$ cat src/sv/aesf_pkg.sv
`timescale 1ns / 1ps
// Package for the ECMA-48 escape sequence framer.
// Parse mode codes, character constants and default sizes; no dependencies.
package aesf_pkg;

    localparam int COUNT_BITS_DEF = 16;
    localparam int IN_DATA_W      = 8;
    localparam int OUT_DATA_W     = 40;
    localparam int FIELD_W        = 16;

    localparam logic [2:0] M_ASCII = 3'd0;
    localparam logic [2:0] M_ESC   = 3'd1;
    localparam logic [2:0] M_CSI1  = 3'd2;
    localparam logic [2:0] M_CSI2  = 3'd3;
    localparam logic [2:0] M_SS    = 3'd4;
    localparam logic [2:0] M_NF    = 3'd5;
    localparam logic [2:0] M_STR   = 3'd6;
    localparam logic [2:0] M_STR2  = 3'd7;

    localparam logic [7:0] CH_BEL   = 8'h07;
    localparam logic [7:0] CH_ESC   = 8'h1B;
    localparam logic [7:0] CH_SP    = 8'h20;
    localparam logic [7:0] CH_HASH  = 8'h23;
    localparam logic [7:0] CH_SS2   = 8'h4E;
    localparam logic [7:0] CH_SS3   = 8'h4F;
    localparam logic [7:0] CH_DCS   = 8'h50;
    localparam logic [7:0] CH_SOS   = 8'h58;
    localparam logic [7:0] CH_CSI   = 8'h5B;
    localparam logic [7:0] CH_BSL   = 8'h5C;
    localparam logic [7:0] CH_OSC   = 8'h5D;
    localparam logic [7:0] CH_PM    = 8'h5E;
    localparam logic [7:0] CH_APC   = 8'h5F;
    localparam logic [7:0] CH_C1ST  = 8'h9C;
    localparam logic [7:0] CH_CONT  = 8'h80;
    localparam logic [7:0] CH_LEAD  = 8'hC0;
    localparam logic [7:0] CH_C2    = 8'hC2;

    // Result of handling a byte as the first of a sequence.
    typedef struct packed {
        logic       done;
        logic [2:0] mode;
    } first_res_t;

    function automatic first_res_t ascii_byte(input logic [7:0] c);
        first_res_t r;
        r.mode = M_ASCII;
        r.done = 1'b1;
        if (c < CH_CONT)
        begin
            if (c == CH_ESC)
            begin
                r.mode = M_ESC;
                r.done = 1'b0;
            end
        end
        else if (c < CH_LEAD)
        begin
            r.done = 1'b0;
        end
        return r;
    endfunction

endpackage

$ cat src/sv/ansi_escape_sequence_framer_top.sv
`timescale 1ns / 1ps
// Top level of the ECMA-48 escape sequence framer.
// Depends on aesf_pkg for mode codes, character constants and sizes.

// The framer takes one terminal byte per transaction and returns exactly one
// result per byte, in the cycle after acceptance, at a sustained rate of one byte
// per clock. The rate is set by the single next-state step on the parse mode
// and byte count registers, which each byte passes once. A result register on
// the output side lets a new byte be accepted in the same cycle as the pending
// result is taken; while the result is stalled the input is held off. Each
// result echoes the byte with its position in the current sequence, a restart
// flag (tuser), a last flag (tlast) and, on the last byte, the sequence length.
module ansi_escape_sequence_framer_top #(
    parameter int COUNT_BITS = aesf_pkg::COUNT_BITS_DEF
) (
    input  logic                            clk,
    input  logic                            rst_n,
    input  logic                            s_tvalid,
    output logic                            s_tready,
    input  logic [aesf_pkg::IN_DATA_W-1:0]  s_tdata,   // [7:0] in_byte
    output logic                            m_tvalid,
    input  logic                            m_tready,
    output logic [aesf_pkg::OUT_DATA_W-1:0] m_tdata,   // [7:0] out_byte,
                                                       // [23:8] position,
                                                       // [39:24] seq_len
    output logic                            m_tlast,   // last
    output logic                            m_tuser    // restarted
);
    import aesf_pkg::*;

    localparam int CW = (COUNT_BITS > FIELD_W) ? COUNT_BITS : FIELD_W + 1;
    localparam logic [COUNT_BITS-1:0] CNT_MAX = {COUNT_BITS{1'b1}};

    logic [2:0]            mode_reg, mode_next;
    logic [COUNT_BITS-1:0] count_reg, count_next;
    logic                  sec_esc_reg, sec_esc_next;

    logic                  out_valid_reg;
    logic [7:0]            out_byte_reg;
    logic [FIELD_W-1:0]    out_pos_reg, pos_sat;
    logic [FIELD_W-1:0]    out_len_reg, len_val;
    logic                  out_restart_reg, out_last_reg;

    logic                  accept;
    logic [7:0]            c;
    logic [COUNT_BITS-1:0] cnt, cnt_inc, pos;
    logic                  done, restart, mash;
    logic [2:0]            mode_sw;
    first_res_t            first_res;
    logic [CW-1:0]         pos_ext, cnt_ext;

    assign s_tready = !out_valid_reg || m_tready;
    assign accept   = s_tvalid && s_tready;
    assign c        = s_tdata;

    assign cnt_inc = (count_reg < CNT_MAX) ? count_reg + COUNT_BITS'(1) : count_reg;

    always_comb
    begin
        mode_sw      = mode_reg;
        done         = 1'b0;
        restart      = 1'b0;
        mash         = 1'b0;
        sec_esc_next = sec_esc_reg;
        first_res    = ascii_byte(c);
        if (cnt_inc == COUNT_BITS'(2))
        begin
            sec_esc_next = (c == CH_ESC);
        end

        case (mode_reg)
            M_ESC:
            begin
                if (c inside {[8'h20:8'h2F]})
                begin
                    if (c == CH_SP || c == CH_HASH)
                        mode_sw = M_NF;
                    else
                        done = 1'b1;
                end
                else if (c inside {[8'h30:8'h3F]})
                begin
                    done = 1'b1;
                end
                else if (c inside {[8'h40:8'h5F]})
                begin
                    if (c == CH_CSI)
                        mode_sw = M_CSI1;
                    else if (c inside {CH_SS2, CH_SS3})
                        mode_sw = M_SS;
                    else if (c inside {CH_DCS, CH_SOS, CH_OSC, CH_PM, CH_APC})
                        mode_sw = M_STR;
                    else
                        done = 1'b1;
                end
                else if (c == CH_ESC)
                begin
                    // a third or later ESC mashes the sequence down to one byte
                    if (cnt_inc < COUNT_BITS'(3))
                    begin
                        mode_sw = M_ESC;
                    end
                    else
                    begin
                        done = 1'b1;
                        mash = 1'b1;
                    end
                end
                else
                begin
                    done = 1'b1;
                end
            end
            M_SS:
            begin
                done = 1'b1;
            end
            M_NF:
            begin
                if (c inside {[8'h30:8'h7E]})
                    done = 1'b1;
                else if (!(c inside {[8'h20:8'h2F]}))
                    restart = 1'b1;
            end
            M_CSI1:
            begin
                if (c inside {[8'h20:8'h2F]})
                    mode_sw = M_CSI2;
                else if (c == CH_CSI && (cnt_inc == COUNT_BITS'(3)
                         || (cnt_inc == COUNT_BITS'(4) && sec_esc_next)))
                    mode_sw = M_CSI1;   // linux function key: hold parameter mode
                else if (c inside {[8'h40:8'h7E]})
                    done = 1'b1;
                else if (!(c inside {[8'h30:8'h3F]}))
                    restart = 1'b1;
            end
            M_CSI2:
            begin
                if (c inside {[8'h40:8'h7E]})
                    done = 1'b1;
                else if (!(c inside {[8'h20:8'h2F]}))
                    restart = 1'b1;
            end
            M_STR:
            begin
                if (c == CH_BEL)
                    done = 1'b1;
                else if (c == CH_ESC || c == CH_C2)
                    mode_sw = M_STR2;
            end
            M_STR2:
            begin
                if (c inside {CH_BEL, CH_BSL, CH_C1ST})
                    done = 1'b1;
                else
                    mode_sw = M_STR;
            end
            default:
            begin
                done    = first_res.done;
                mode_sw = first_res.mode;
            end
        endcase

        cnt = cnt_inc;
        pos = count_reg;
        // drop earlier bytes and treat this one as the first of a new sequence
        if (restart)
        begin
            cnt     = COUNT_BITS'(1);
            pos     = '0;
            done    = first_res.done;
            mode_sw = first_res.mode;
        end

        if (done)
        begin
            mode_next  = M_ASCII;
            count_next = '0;
        end
        else
        begin
            mode_next  = mode_sw;
            count_next = cnt;
        end
    end

    assign pos_ext = CW'(pos);
    assign cnt_ext = CW'(cnt);
    assign pos_sat = (pos_ext > CW'({FIELD_W{1'b1}})) ? {FIELD_W{1'b1}} : pos_ext[FIELD_W-1:0];
    assign len_val = !done ? '0 :
                     mash  ? FIELD_W'(1) :
                     (cnt_ext > CW'({FIELD_W{1'b1}})) ? {FIELD_W{1'b1}} : cnt_ext[FIELD_W-1:0];

    always_ff @(posedge clk or negedge rst_n)
    begin
        if (!rst_n)
        begin
            mode_reg      <= M_ASCII;
            count_reg     <= '0;
            sec_esc_reg   <= 1'b0;
            out_valid_reg <= 1'b0;
        end
        else
        begin
            if (accept)
            begin
                mode_reg    <= mode_next;
                count_reg   <= count_next;
                sec_esc_reg <= sec_esc_next;
            end
            if (s_tready)
            begin
                out_valid_reg <= s_tvalid;
            end
        end
    end

    always_ff @(posedge clk)
    begin
        if (accept)
        begin
            out_byte_reg    <= c;
            out_pos_reg     <= pos_sat;
            out_restart_reg <= restart;
            out_last_reg    <= done;
            out_len_reg     <= len_val;
        end
    end

    assign m_tvalid = out_valid_reg;
    assign m_tdata  = {out_len_reg, out_pos_reg, out_byte_reg};
    assign m_tlast  = out_last_reg;
    assign m_tuser  = out_restart_reg;

    a_len_only_on_last: assert property (@(posedge clk) disable iff (!rst_n)
        (m_tvalid && !m_tlast) |-> (out_len_reg == '0))
        else $error("sequence length reported on a byte that is not last");

    a_restart_at_zero: assert property (@(posedge clk) disable iff (!rst_n)
        (m_tvalid && m_tuser) |-> (out_pos_reg == '0))
        else $error("restarted byte not at position zero");

    a_last_clears_count: assert property (@(posedge clk) disable iff (!rst_n)
        (accept && done) |=> (count_reg == '0 && mode_reg == M_ASCII))
        else $error("state not cleared after a completed sequence");

    a_result_follows_accept: assert property (@(posedge clk) disable iff (!rst_n)
        accept |=> m_tvalid)
        else $error("accepted byte produced no result");

    a_stall_blocks_input: assert property (@(posedge clk) disable iff (!rst_n)
        (m_tvalid && !m_tready) |-> !s_tready)
        else $error("input accepted while result stalled");

endmodule

$ cat config.mk
export PLATFORM = sky130hd
export DESIGN_NAME = ansi_escape_sequence_framer_top
export DESIGN_NICKNAME = d
export VERILOG_FILES = /design/src/sv/aesf_pkg.sv /design/src/sv/ansi_escape_sequence_framer_top.sv
export SDC_FILE = /design/constraint.sdc
export NUM_CORES = 1
export LEC_CHECK = 0
export ABC_AREA = 1
export BUFFER_PORTS_ARGS = -buffer_cell sky130_fd_sc_hd__buf_2
export CORE_MARGIN = 2
export CORE_UTILIZATION = 50
export DETAILED_ROUTE_END_ITERATION = 7
export PLACE_DENSITY = 0.74
export SLEW_MARGIN = 5
export SYNTH_ARGS = -nofsm -noshare
export SYNTH_HDL_FRONTEND = slang
export SYNTH_SLANG_ARGS = --single-unit
$ cat constraint.sdc
create_clock -name clk -period 2.7 [get_ports clk]
set_input_delay 0.27 -clock clk [delete_from_list [all_inputs] [get_ports clk]]
set_output_delay 0.27 -clock clk [all_outputs]
set_load 0.05 [all_outputs]
Word level (Yosys, flattened, before mapping)
Index checks and enable logic that the tools add are counted.
Word-level totals
  bits in registers: 63
  input bits: 12
  output and inout port bits: 44
  logic and storage cells: 137
Operators by class
  add/subtract/negate cells: 1
  order comparisons: 13
  equality and inequality tests: 35
  muxes and demuxes: 58
  bitwise gates (word level): 1
  reduce and logical (&&, ||, !) cells: 19
Operator list (count)
  16-bit 2-to-1 mux: 5
  8-bit by 7-bit equality test with 1-bit output, second input constant: 9
  3-bit 2-to-1 mux: 17
  16-bit by 2-bit equality test with 1-bit output, second input constant: 2
  16-bit > comparator, second input constant: 2
  1-bit 2-to-1 mux: 32
  16-bit by 1-bit adder with 16-bit output, second input constant: 1
  16-bit by 3-bit equality test with 1-bit output, second input constant: 1
  8-bit by 6-bit equality test with 1-bit output, second input constant: 2
  8-bit equality test, second input constant: 2
  8-bit by 6-bit >= comparator with 1-bit output, second input constant: 2
  8-bit by 6-bit less-or-equal comparator with 1-bit output, second input constant: 2
  8-bit by 7-bit less-or-equal comparator with 1-bit output, second input constant: 2
  16-bit < comparator, second input constant: 1
  16-bit by 2-bit < comparator with 1-bit output, second input constant: 1
  8-bit < comparator, second input constant: 2
  5-bit inequality test, second input constant: 3
  3-bit case mux with 5 select lines: 1
  3-bit equality test, second input constant: 4
  4-bit inequality test, second input constant: 3
  6-bit inequality test, second input constant: 2
  11-bit AND reduction: 1
  8-bit by 3-bit equality test with 1-bit output, second input constant: 1
  8-bit by 5-bit equality test with 1-bit output, second input constant: 1
  17 further kinds: 28

Depth between registers and ports, before layout
  depth after elaboration: 14
  depth in mapped cells: 25
  mapped depth without buffers: 23

Least setup slack after synthesis
No wires, ideal clock.
  path kind: register -> register
  from: reg out_valid_reg (netlist: m_tvalid)
  to: reg out_last_reg (netlist: m_tlast), enable pin
  setup time: 0.423 ns
  data arrival time: 2.751 ns
  data required time: 2.277 ns
  setup slack: -0.473 ns
  stages on the path, launching flop included: 5
  path buffers: 1
  period minus slack after synthesis: 3.173 ns
  path through: dfrtp_1 -> nand2_1 -> nand2_1 -> inv_1 -> clkbuf_1
Between the ends
  cells in the longest elaborated chain, start to end: 3
RTL lines
  start, declared: RTL line ansi_escape_sequence_framer_top.sv:38  | logic out_valid_reg;
  start signal, assigned: RTL line ansi_escape_sequence_framer_top.sv:214  | out_valid_reg <= s_tvalid;
  1-bit zero test: RTL line ansi_escape_sequence_framer_top.sv:52  | assign s_tready = !out_valid_reg || m_tready;
  1-bit logical OR: RTL line ansi_escape_sequence_framer_top.sv:52
  via s_tready: RTL line ansi_escape_sequence_framer_top.sv:19  | output logic s_tready,
  1-bit logical AND: RTL line ansi_escape_sequence_framer_top.sv:53  | assign accept = s_tvalid && s_tready;
  via accept: RTL line ansi_escape_sequence_framer_top.sv:44  | logic accept;
  end signal, assigned: RTL line ansi_escape_sequence_framer_top.sv:226  | out_last_reg <= done;
  end, declared: RTL line ansi_escape_sequence_framer_top.sv:42  | logic out_restart_reg, out_last_reg;
The timed path passes the listed nets, and every way through them passes these cells.
A chain may end at the register's enable or synchronous reset.

Final worst setup path
  from: reg count_reg[0]
  to: reg out_len_reg[13] (data pin)
Between the ends
  cells in the longest elaborated chain, start to end: 13
  elaborated cells between the ends (all ways): 33
  those cells by class: add/sub: 1; order compare: 3; eq/ne: 3; mux: 21; bitwise: 1; reduce/logical: 4
RTL lines
  start, declared: RTL line ansi_escape_sequence_framer_top.sv:35  | logic [COUNT_BITS-1:0] count_reg, count_next;
  start signal, assigned: RTL line ansi_escape_sequence_framer_top.sv:209  | count_reg <= count_next;
  16-bit by 1-bit adder with 16-bit output or 16-bit < comparator (tied branches): RTL line ansi_escape_sequence_framer_top.sv:56  | assign cnt_inc = (count_reg < CNT_MAX) ? count_reg + COUNT_BITS'(1) : count_reg;
  16-bit 2-to-1 mux (*): RTL line ansi_escape_sequence_framer_top.sv:56
  16-bit by 2-bit equality test with 1-bit output: RTL line ansi_escape_sequence_framer_top.sv:66  | if (cnt_inc == COUNT_BITS'(2))
  1-bit 2-to-1 mux: RTL line ansi_escape_sequence_framer_top.sv:66
  1-bit logical AND: RTL line ansi_escape_sequence_framer_top.sv:130  | || (cnt_inc == COUNT_BITS'(4) && sec_esc_next)))
  1-bit logical OR: RTL line ansi_escape_sequence_framer_top.sv:130
  1-bit logical AND: RTL line ansi_escape_sequence_framer_top.sv:129  | else if (c == CH_CSI && (cnt_inc == COUNT_BITS'(3)
  1-bit 2-to-1 mux: RTL line ansi_escape_sequence_framer_top.sv:129
  1-bit 2-to-1 mux: RTL line ansi_escape_sequence_framer_top.sv:127  | if (c inside {[8'h20:8'h2F]})
  1-bit case mux with 3 select lines or 1-bit case mux with 7 select lines (tied branches): RTL line ansi_escape_sequence_framer_top.sv:71  | case (mode_reg)
  16-bit 2-to-1 mux or 1-bit 2-to-1 mux (tied branches): RTL line ansi_escape_sequence_framer_top.sv:168  | if (restart)
  16-bit > comparator or 1-bit inverter (tied branches)
  16-bit 2-to-1 mux or 2-bit OR reduction (tied branches)
  end signal, assigned: RTL line ansi_escape_sequence_framer_top.sv:227  | out_len_reg <= len_val;
  end, declared: RTL line ansi_escape_sequence_framer_top.sv:41  | logic [FIELD_W-1:0] out_len_reg, len_val;
Every way passes the cells marked *; elsewhere a longest branch is shown, timed or not.

==> metrics.md <==
| Metric | Value |
|---|---|
| Status | `finished, violations left` |
| Failing checks | `negative setup slack` |
| Crit-path cells | `buf_4 > nand3_2 > nor2_4 > nand4_1 > nand2_2 > nand2_2 > buf_4 > buf_4 > buf_4 > buf_4 > buf_4 > buf_4 > buf_4 > buf_4 > buf_4 > buf_4 > buf_4 > nand2_1 > nor2_1` |
| Clk_lat worst skew | `350 ps` |
| Worst-margin pin slew | `between 500 and 600 ps` |
| Final setup vio count | `21` |
| # IOs | `56` |
| Final critical-path required period | `2867 ps` |
| Max Slew Vio Count | `0` |
| Vias | `roughly 3,700` |
| Die area | `8101 µm²` |
| Placed Area | `4413 µm²` |
| DP Worst Slack | `-167.5 ps` |
| Most frequent cells in the layout | `nand2_1, buf_4, nor2_1` |
| Core Box Area | `7214 µm²` |
| Layout net count | `around 600` |
| Routed wire per std cell | `14.95 µm` |
| Synthesized cell area | `about 3700 µm²` |
| Maxcap violations | `0` |
| # fillers | `between 500 and 600` |
| Synth Area in Compound Gates | `between 7 and 8%` |
| RSZ-0062 raised after global routing | `true` |
| Post-Route WL | `10,370 µm` |
| Period utilization | `106.2%` |
| Ys async rst share | `33.33%` |
| EDFF count, synth | `42` |
| Synthesized flop and latch total | `63` |
| CTS tree | `yes` |
| Yosys warns | `0` |
| Fin area | `~5000 µm²` |
| Worst setup margin | `-166.9 ps` |
| Ant. Diodes | `0` |
| Synth Flop Type | `edfxtp_1` |
| Routability cong. | `between 0.9 and 1` |
| Site Rows | `31` |
| Post-synthesis sequential area ratio | `48.31%` |
| Slowest stage delay, CP | `approximately 400 ps` |
| Pin count of the biggest net entering global routing | `56` |
| Worst path most repeated cell | `buf_4` |
| Initial Util | `51.27%` |
| CTS Sinks | `63` |
| Leakage power | `0.002326 µW` |
| H-tree depth | `3` |
| Startpoint types | `register` |
| Critical Path RT | `between 2000 and 3000 ps` |
| Die Width | `90.01 µm` |
| DR vias/cell | `5.300` |
| Main combinational cell family by area after synthesis | `simple AND/OR/NAND/NOR gates` |
| Share of cells above drive strength 1 | `38.99%` |
| DP Wirelength | `7064 µm` |
| I/O Buffers | `55` |
| Pwr/cell area | `464.6 nW/µm²` |
| Final Hold Vio Count | `0` |
| TritonRoute pass-1 iters | `5` |
| Most common cell after layout, fill and taps aside | `nand2_1` |
| Post-Synth Simple-Gate Area | `35.52%` |
| Vias in the first global route | `approximately 3,700` |
| Multi-input gate area in the final layout | `1828 µm²` |
| Worst-path maximum fanout | `3` |
| Clock-pin slew on the worst setup and hold paths | `70 ps` |
| Slowest cell on the critical path | `dfrtp_1` |
| Maximum vdd drop | `0.2863 mV` |
| Setup crit end kind | `register` |
| Post-Synth XOR/XNOR Area | `0.2368%` |
| Layout area overhead | `36.77%` |
| Hold Path Class | `in2reg` |
| Initial antenna violation count | `0` |
| Synthesized instance count | `around 460` |
| Worst EP arrival | `2980 ps` |
| All-Layer GR Usage | `26.05%` |
| Inserted Clock Buffers | `9` |
| First-pass GRT wire length | `approximately 17,000 µm` |
| Normalized max-slew margin | `63.54%` |
| CTS Buffer Depth | `2` |
| Total Power | `2350 µW` |
| Final Skew | `approximately 9.6 ps` |
| Global route overflow | `0` |
| Avg Cell Area, Syn | `8.093 µm²` |
| Drt drc | `0` |
| Synth Net Count | `470` |
| Die span in y | `90.01 µm` |
| Seq. cell area | `around 1800 µm²` |
| CP Class | `reg2reg` |
| FMAX | `between 300 and 400 MHz` |
| Post-DRT Antenna Nets | `0` |
| Post-synthesis adder-cell area fraction | `0.3383%` |
| Mux cell area share after synthesis | `0%` |
| Initial drt markers | `215` |
| Root buf cell | `clkbuf_8` |
| Synth unique cells | `39` |
==> routing by layer <==
metal  vias to the layer above  wire length (µm)  track usage, %
met4                         0               461           14.49
met2                       133              5420           47.06
met5                         -                 0               0
met3                        45               452           5.868
met1                      1716              4038           28.02
li1                       1784                 -               -
==> timing repair <==
action,in CTS,in global routing
hold buffers,1,0
cloned,0,0
buffers inserted,25,8
endpoints found under the setup margin,21,36
endpoints found under the hold margin,21,0
pin swaps,27,34
gates resized for setup,20,44
==> synthesized netlist by cell type, drive strengths merged (5+ instances only) <==
library cell  instances  area, µm²
a21oi                 5      28.78
buf                   5      47.54
clkbuf                6      22.52
dfrtp                21      525.5
edfxtp               42       1261
inv                  59      221.5
nand2               115      469.2
nand3                44      235.2
nand4                11      68.82
nor2                 95      483.0
nor3                  9      45.04
o21ai                19      98.84
o22ai                11      68.82
==> area by class of cell <==
class | instances | area share, %
inverter | 59 | 4.526
clock inverter | 6 | 1.039
clock buffer | 10 | 2.523
multi-input combinational | 324 | 36.14
sequential | 63 | 35.37
tap | 99 | 2.449
timing repair buffer | 133 | 17.96
==> per-stage QoR <==
step | hold WS (ps) | util [%] | TNS (ps) | instances
2_1_floorplan | -25.59 | - | 0 | 457
3_3_place_gp | 265.3 | 61.17 | -391.7 | 646
3_5_place_dp | 275.6 | 61.17 | -2038 | 646
4_1_cts | 138.6 | 67.26 | -1429 | 687
5_1_grt | 139.0 | 70.12 | -7542 | 694
6_report | 147.9 | 70.12 | -2472 | 694
==> worst max-delay path, delay by kind of cell, from the launching register on <==
kind / cells / cell delay [ps]
simple gates: 7 / 700
buf+inv: 12 / 1510
flops: 1 / 400
==> power by group <==
group          internal [µW]  switching, µW  total (µW)  leakage, µW
combinational            141            328         469      0.00153
clock                    415            364         780    0.0000949
sequential              1090           15.1        1100     0.000700
total                   1640            707        2350      0.00233
==> cell families after synthesis <==
logic type | Yosys count
fa+ha+maj | 1
compound gates | 46
simple gates | 276
flops | 63
buf+inv | 70
xor+xnor | 1
==> final timing paths <==
| path | startpoint | endpoint | slack, ps | cells past startpoint |
|---|---|---|---|---|
| max | count_reg[0]$_DFFE_PN0P_ | out_len_reg[13]$_SDFFCE_PP0P_ | -170 | 19 |
| min | s_tdata[3] | out_byte_reg[3]$_DFFE_PP_ | 150 | 1 |
| max reg2reg | count_reg[0]$_DFFE_PN0P_ | out_len_reg[13]$_SDFFCE_PP0P_ | -170 | 19 |
| min reg2reg | m_tvalid$_DFFE_PN0N_ | m_tvalid$_DFFE_PN0N_ | 530 | 2 |
| max in group asynchronous | rst_n | count_reg[7]$_DFFE_PN0P_ | 1850 | 2 |
| min in group asynchronous | rst_n | count_reg[12]$_DFFE_PN0P_ | 450 | 2 |
Note: power is estimated with default switching activity, not from simulation.
